**src/hdl/peer_piece_selector_defines.svh**
```systemverilog
// Assertion macros shared by the peer piece selector RTL.
// Depends on nothing; included by the top level only.
`ifndef PEER_PIECE_SELECTOR_DEFINES_SVH
`define PEER_PIECE_SELECTOR_DEFINES_SVH

// Same-cycle implication, sampled on the rising clock edge, off during reset.
`define PPS_ASSERT_IMP(label, clk, rstn, ante, cons) \
    label: assert property (@(posedge clk) disable iff (!rstn) (ante) |-> (cons)) \
        else $error("peer_piece_selector: same-cycle check failed");

// Next-cycle implication, sampled on the rising clock edge, off during reset.
`define PPS_ASSERT_NXT(label, clk, rstn, ante, cons) \
    label: assert property (@(posedge clk) disable iff (!rstn) (ante) |=> (cons)) \
        else $error("peer_piece_selector: next-cycle check failed");

`endif

```
**src/hdl/pps_pkg.sv**
```systemverilog
// Shared types, constants and helper functions of the peer piece selector.
// Depends on nothing; used by every other module.
`timescale 1ns / 1ps

package pps_pkg;

    // Field and register widths.
    localparam int PIECE_W  = 12;
    localparam int BYTE_W   = 9;
    localparam int VALUE_W  = 8;
    localparam int COUNT_W  = 13;
    localparam int SEED_W   = 32;
    localparam int NBYTES_W = 11;

    localparam int unsigned     DEF_MAX_PIECES = 4096;
    localparam logic [12:0]     COUNT_RESET    = 13'd4096;
    localparam logic [31:0]     SEED_RESET     = 32'd1;
    localparam logic [31:0]     LFSR_TAPS      = 32'h8020_0003;

    // Configuration register indexes.
    localparam logic CFG_PIECE_COUNT = 1'b0;
    localparam logic CFG_RANDOM_SEED = 1'b1;

    typedef enum logic [2:0] {
        OP_CHOKE      = 3'd0,
        OP_UNCHOKE    = 3'd1,
        OP_PEER_HAVE  = 3'd2,
        OP_BITFIELD   = 3'd3,
        OP_LOCAL_HAVE = 3'd4,
        OP_PICK       = 3'd5,
        OP_CLEAR      = 3'd6,
        OP_NONE       = 3'd7
    } op_t;

    // One classified operation waiting in the queue.
    typedef struct packed {
        op_t                 op;
        logic [PIECE_W-1:0]  piece_index;
        logic [BYTE_W-1:0]   byte_index;
        logic [VALUE_W-1:0]  byte_value;
        logic                bad;
    } q_entry_t;

    typedef enum logic [3:0] {
        ST_INIT,
        ST_IDLE,
        ST_RMW,
        ST_CLEAR,
        ST_PSCAN_ADDR,
        ST_PSCAN_DATA,
        ST_PBIT,
        ST_PDIV,
        ST_TAIL,
        ST_ISCAN_ADDR,
        ST_ISCAN_DATA,
        ST_DONE
    } back_state_t;

    // Piece count limited to the bitmap size.
    function automatic logic [COUNT_W-1:0] eff_count(input logic [COUNT_W-1:0] c,
                                                     input int unsigned maxp);
        if (32'(c) > maxp)
            return COUNT_W'(maxp);
        return c;
    endfunction

    // Number of bitmap bytes that hold valid pieces.
    function automatic logic [NBYTES_W-1:0] nbytes_of(input logic [COUNT_W-1:0] c);
        logic [COUNT_W:0] sum;
        sum = {1'b0, c} + (COUNT_W+1)'(7);
        return NBYTES_W'(sum >> 3);
    endfunction

    // Bits of a bitmap byte that belong to valid pieces, MSB first.
    function automatic logic [7:0] valid_mask(input logic [NBYTES_W-1:0] idx,
                                              input logic [COUNT_W-1:0] c);
        logic [COUNT_W:0] first;
        logic [COUNT_W:0] n;
        first = {idx, 3'b000};
        n     = {1'b0, c} - first;
        if (first >= {1'b0, c})
            return 8'h00;
        if (n >= (COUNT_W+1)'(8))
            return 8'hFF;
        return 8'hFF << (4'd8 - {1'b0, n[2:0]});
    endfunction

    // Bit of a piece within its byte.
    function automatic logic [7:0] piece_bit(input logic [2:0] b);
        return 8'h80 >> b;
    endfunction

    // One step of the Galois LFSR.
    function automatic logic [SEED_W-1:0] lfsr_next(input logic [SEED_W-1:0] s);
        return (s >> 1) ^ (s[0] ? LFSR_TAPS : '0);
    endfunction

endpackage

```
**src/hdl/pps_front.sv**
```systemverilog
// Front end: accepts operations, checks index ranges and queues them.
// Depends on pps_pkg.
`timescale 1ns / 1ps

module pps_front #(
    parameter int unsigned MAX_PIECES = pps_pkg::DEF_MAX_PIECES
) (
    input  logic                          aclk,
    input  logic                          aresetn,
    input  logic [pps_pkg::COUNT_W-1:0]   count,
    input  logic                          init_busy,
    input  logic                          s_valid,
    output logic                          s_ready,
    input  logic [2:0]                    s_opcode,
    input  logic [pps_pkg::PIECE_W-1:0]   s_piece_index,
    input  logic [pps_pkg::BYTE_W-1:0]    s_byte_index,
    input  logic [pps_pkg::VALUE_W-1:0]   s_byte_value,
    output logic                          q_valid,
    output pps_pkg::q_entry_t             q_data,
    input  logic                          q_pop
);
    import pps_pkg::*;

    q_entry_t                ent_reg [2];
    logic                    wr_ptr_reg, wr_ptr_next;
    logic                    rd_ptr_reg, rd_ptr_next;
    logic [1:0]              cnt_reg, cnt_next;
    logic [COUNT_W-1:0]      eff;
    logic [NBYTES_W-1:0]     nbytes;
    q_entry_t                new_ent;
    logic                    push;

    // Classify the incoming operation.
    always_comb begin
        eff                 = eff_count(count, MAX_PIECES);
        nbytes              = nbytes_of(eff);
        new_ent.op          = op_t'(s_opcode);
        new_ent.piece_index = s_piece_index;
        new_ent.byte_index  = s_byte_index;
        new_ent.byte_value  = s_byte_value;
        case (op_t'(s_opcode))
            OP_PEER_HAVE, OP_LOCAL_HAVE: new_ent.bad = {1'b0, s_piece_index} >= eff;
            OP_BITFIELD:                 new_ent.bad = {2'b00, s_byte_index} >= nbytes;
            default:                     new_ent.bad = 1'b0;
        endcase
    end

    assign s_ready = (cnt_reg != 2'd2) && !init_busy;
    assign push    = s_valid && s_ready;
    assign q_valid = cnt_reg != 2'd0;
    assign q_data  = ent_reg[rd_ptr_reg];

    // Queue pointers.
    always_comb begin
        wr_ptr_next = push ? !wr_ptr_reg : wr_ptr_reg;
        rd_ptr_next = q_pop ? !rd_ptr_reg : rd_ptr_reg;
        cnt_next    = cnt_reg + {1'b0, push} - {1'b0, q_pop};
    end

    always_ff @(posedge aclk) begin
        if (!aresetn) begin
            wr_ptr_reg <= 1'b0;
            rd_ptr_reg <= 1'b0;
            cnt_reg    <= 2'd0;
        end else begin
            wr_ptr_reg <= wr_ptr_next;
            rd_ptr_reg <= rd_ptr_next;
            cnt_reg    <= cnt_next;
        end
    end

    // Queue storage.
    always_ff @(posedge aclk) begin
        if (push)
            ent_reg[wr_ptr_reg] <= new_ent;
    end

endmodule

```
**config.mk**
```make
export PLATFORM = sky130hd
export DESIGN_NAME = pps_front
export DESIGN_NICKNAME = d
export VERILOG_FILES = /design/src/hdl/peer_piece_selector_defines.svh /design/src/hdl/pps_pkg.sv /design/src/hdl/pps_front.sv
export SDC_FILE = /design/constraint.sdc
export NUM_CORES = 1
export LEC_CHECK = 0
export BUFFER_PORTS_ARGS = -buffer_cell sky130_fd_sc_hd__buf_4
export CORE_AREA = 10 10 112 125
export DETAILED_ROUTE_END_ITERATION = 6
export DIE_AREA = 0 0 122 135
export PLACE_DENSITY = 0.56
export SYNTH_ARGS = -nofsm -noshare
export SYNTH_HDL_FRONTEND = slang
export SYNTH_SLANG_ARGS = --single-unit
```
**constraint.sdc**
```tcl
create_clock -name aclk -period 2.8 [get_ports aclk]
set_input_delay 0.56 -clock aclk [delete_from_list [all_inputs] [get_ports aclk]]
set_output_delay 0.56 -clock aclk [all_outputs]
set_load 0.02 [all_outputs]
```
# Yosys cells after proc, flatten, opt, wreduce, memory -nomap -nowiden
# Memory sizes are Yosys's and may differ from the RTL's. A register that Yosys moved wholly into a read port is not among the register bits.
# Cells that the tools add are included.
[op_classes]
n_reduce_logical = 7
n_shift = 0
n_mux = 8
order_cmp = 3
div = 0
mul = 0
n_bitwise = 0
n_addsub = 3
eq_ne = 4
[op_table]
columns = ["op", "count"]
rows = [
  ["2-to-1 mux 13 bit", 2],
  ["adder 13 x 3 -> 14 bit, second input constant", 1],
  [">= comparator 12 x 13 -> 1 bit", 1],
  ["> comparator 13 bit, second input constant", 1],
  [">= comparator 9 x 11 -> 1 bit", 1],
  ["equality test 3 x 2 -> 1 bit, second input constant", 2],
  ["2-to-1 mux 1 bit", 5],
  ["equality test 3 bit, second input constant", 1],
  ["zero test 1 bit", 3],
  ["adder 2 x 1 -> 2 bit", 1],
  ["logical AND 1 bit", 2],
  ["inequality test 2 bit, second input constant", 1],
  ["case mux 1 bit (2 select lines)", 1],
  ["nonzero test 2 bit", 1],
  ["OR reduction 2 bit", 1],
  ["subtractor 2 x 1 -> 2 bit", 1],
]
[word_totals]
output_inout_bits = 35
latchBits = 0
inputBits = 50
rom_bits = 0
regBits = 4
ramBits = 66
elab_cells = 29
n_memories = 1
[memory_table]
columns = ["name", "depth", "word_bits", "rd", "rd_ports_with_merged_regs", "wr", "line", "text"]
rows = [
  ["ent_reg", 2, 33, 1, 1, 1, "pps_front.sv:24", "q_entry_t ent_reg [2];"],
]

# Depth between registers and ports, before layout
[logic_depth]
depth_word = 6
depth_mapped = 10
depth_no_buf = 10

# Worst setup path before layout
# Ideal clock, no wire load.
[synth_timing]
kind = "input to register"
startpoint = "input init_busy"
endpoint = "memory ent_reg[0][0] in the netlist's numbering, enable pin"
t_arrival_ns = 2.577
setup_slack_ns = -0.202
t_required_ns = 2.375
path_stages = 3
setup_ns = 0.425
cell_sequence = "a21oi_1 > nand2_1 > nor2_1"
[synth_via]
elab_chain_len = 5
[synth_lines]
columns = ["element", "line", "text"]
rows = [
  ["start, declared", "pps_front.sv:11", "input logic init_busy,"],
  ["zero test 1 bit", "pps_front.sv:48", "assign s_ready = (cnt_reg != 2'd2) && !init_busy;"],
  ["logical AND 1 bit", "pps_front.sv:48", ""],
  ["logical AND 1 bit", "pps_front.sv:49", "assign push = s_valid && s_ready;"],
  ["2-to-1 mux 1 bit", "pps_front.sv:74", "if (push)"],
  ["2-to-1 mux 1 bit (not written as such)", "pps_front.sv:75", "ent_reg[wr_ptr_reg] <= new_ent;"],
  ["end, declared", "pps_front.sv:24", ""],
]
# No other way between the ends.

==> flow_metrics.env <==
export IMPL_ys_async_sr_fraction_pct=0
export IMPL_intPower_mw=2.15
export IMPL_cp_top_family="compound AO/OA/AOI/OAI gates"
export IMPL_vias=2118
export IMPL_arrival_ns=2.48
export IMPL_finalPower_mw=2.85
export IMPL_required_ns=2.87
export IMPL_ys_warn_count=0
export IMPL_fin_crit_sh_pct=86.1
export IMPL_finClkSkew_ns=0.00564
export IMPL_grt_antenna_before_repair=0
export IMPL_drive_gt1_share_pct=45.1
export IMPL_worstSetupStartpointType="primary input"
export IMPL_antenna_cells=0
export IMPL_cts_htree_levels=3
export IMPL_cts_root_buf="clkbuf_16"
export IMPL_post_layout_nonfiller_instances=474
export IMPL_path_class="primary input to register"
export IMPL_synth_edf_count=66
export IMPL_p_comb_share_pct=17.5
export IMPL_hold_class="primary input to register"
export IMPL_status="completed"
export IMPL_power_density_nw_per_um2=631
export IMPL_wl_per_cell_um=16.3
export IMPL_grt_pass1_wl_mm=12.4
export IMPL_top_layer_used="met4"
export IMPL_min_period_ns=2.41
export IMPL_die_y_um=135
export IMPL_p_sw_mw=0.696
export IMPL_hold_viol_final=0
export IMPL_slowest_delay_ns=0.36
export IMPL_synthFlopType="edfxtp_1"
export IMPL_first_iter_violations=104
export IMPL_postSynthAreaPerCell_um2=15.1
export IMPL_gr_usage_all_layers_pct=9.82
export IMPL_synth_top_area_cell="edfxtp_1"
export IMPL_final_common_cell="buf_4"
export IMPL_cp_num_buf_inv=1
export IMPL_numCtsBuffers=9
export IMPL_slew_limit_headroom_pct=68.8
export IMPL_grt_pass1_vias=2411
export IMPL_yosys_cell_types_count=40
export IMPL_worstPathMaxFanout=17
export IMPL_ys_ff_latch=71
export IMPL_worst_slew_pin_slew_ns=0.467
export IMPL_core_area_um2=11300
export IMPL_timing_fmax_ghz=0.415
export IMPL_p_sw_share_pct=24.4
export IMPL_dp_cells=458
export IMPL_critPathSlowestCell="a2111oi_0"
export IMPL_via_per_inst=4.47
export IMPL_cp_cell_sequence="buf_4 > nand2b_1 > nor3_1 > xor2_1 > ha_1 > a21o_1 > a2111oi_0 > o21ai_0 > o2bb2ai_1"
export IMPL_mappedNetlistNets=296
export IMPL_fp_dieW_um=122
export IMPL_cts_buffer_depth=2
export IMPL_synth_area_leaders="edfxtp_1, mux2_2, ha_1"
export IMPL_slew_viol_final=0
export IMPL_largest_reg_flops=66
export IMPL_clk_pin_slew_ns=0.06
export IMPL_synth_top_cell_area_share_pct=58.9
export IMPL_ys_seq_area_share_pct=61.9
export IMPL_gp_congestion=0.809
export IMPL_clock_latency_ns=0.33
export IMPL_route_met3_wl_um=652
export IMPL_end_kind="register"
export IMPL_cts_tree="built"
export IMPL_drt_wl_total_mm=7.73
export IMPL_hpwl_mm=5.90
export IMPL_ctsHoldBuffers=0
export IMPL_area_delta_synth_final_pct=34.2
export IMPL_fin_setup_tns_ns=0
export IMPL_drcViolationCount=0
export IMPL_port_buffer_count=84
export IMPL_setup_viol=0
export IMPL_drv_cap=0
export IMPL_synth_area_um2=3370
export IMPL_synthCells=223
export IMPL_ir_worst_vdd_mv=0.239
export IMPL_route_met2_wl_mm=3.79
export IMPL_first_pass_iters=4
export IMPL_grt_ovfl_total=0
export IMPL_clkSinkCount=71
export IMPL_layout_common_cells="buf_4, edfxtp_1, mux2_2"
export IMPL_num_rows=41
export IMPL_leakage_nw=1.75
export IMPL_die_area_um2=16500
export IMPL_ant_nets=0
export IMPL_cts_resized=0
export IMPL_grt_setup_unrepaired="no"
export IMPL_post_cts_buffers=0
export IMPL_seqPwrFrac_pct=44.1
export IMPL_io_pins=85
export IMPL_start_util_pct=29.7
export IMPL_clkPwrFrac_pct=38.5
export IMPL_grt_max_degree=20
export IMPL_wl_met1_mm=3.16
export IMPL_fin_nets=392
-- cells in the mapped netlist, drive strengths merged, types with 4 or more instances --
cell type / number
a21oi: 4
and2: 5
dfxtp: 5
edfxtp: 66
ha: 23
inv: 5
mux2: 33
nand2: 7
nand2b: 11
nand3: 6
nor2: 6
nor3: 4
xnor2: 7
xor2: 5
-- layer usage --
layer | global-route usage (%) | vias to the layer above
met4 | 4.05 | 0
met5 | 0 | -
met1 | 10.6 | 989
li1 | - | 1050
met2 | 16.6 | 70
met3 | 3.88 | 9
-- worst register-to-register path, cell delays in order (launching register included) --
cell and delay [ns]:
dfxtp_1 0.35, inv_1 0.05, a21oi_1 0.21, nand2_1 0.16, ha_1 0.30, inv_1 0.04
ha_1 0.17, xnor2_1 0.14, xnor2_1 0.12, and2_1 0.15
-- stage by stage --
step	hold slack, ns	util (%)	area [um2]	worst slack, ns
after floorplan	0.555	-	3370	0.341
after global placement	0.569	37.3	4230	0.115
after detailed placement	0.565	37.3	4230	0.0331
after CTS	0.401	39.9	4520	0.396
after global routing	0.399	39.9	4520	0.136
final	0.417	39.9	4520	0.390
-- worst paths after layout --
path                      startpoint                      end  slack, ns  depth (start not counted)
max                        count[12]  ent_reg[1][0]$_DFFE_PP_       0.39                          9
min                  s_byte_value[1]  ent_reg[1][2]$_DFFE_PP_       0.42                          1
max reg2reg    cnt_reg[0]$_SDFF_PN0_    cnt_reg[1]$_SDFF_PN0_       1.01                          9
min reg2reg  rd_ptr_reg$_SDFFE_PN0P_  rd_ptr_reg$_SDFFE_PN0P_       0.58                          2
-- cells by family (layout without fill, tap and decap cells) --
group / count (synthesis) / count (layout) / synth area share [%]
AND/OR/NAND/NOR: 51 / 51 / 8.77
AO/OA/AOI/OAI: 23 / 23 / 5.43
adder cells (fa/ha/maj): 23 / 23 / 8.55
multiplexers: 33 / 33 / 11.0
XOR/XNOR: 12 / 12 / 3.12
flip-flops: 71 / 71 / 61.9
buffers and inverters: 10 / 111 / 1.23
-- cell type report --
class,instances,area [um2]
Tap cell,150,188
Inverter,5,18.8
Sequential cell,71,2080
Multi-Input combinational cell,142,1250
Clock buffer,9,225
Clock inverter,7,63.8
Fill cell,1070,6820
Timing Repair Buffer,90,688
-- power groups by stage --
stage          logic (mW)  registers [mW]  clock network [mW]
2_1_floorplan       0.286            1.26                   0
3_3_place_gp        0.505            1.28                   0
3_5_place_dp        0.508            1.28                   0
4_1_cts             0.511            1.26                1.13
5_1_grt             0.551            1.26                1.19
6_report            0.497            1.26                1.10
Note: power is estimated with default switching activity, not from simulation.
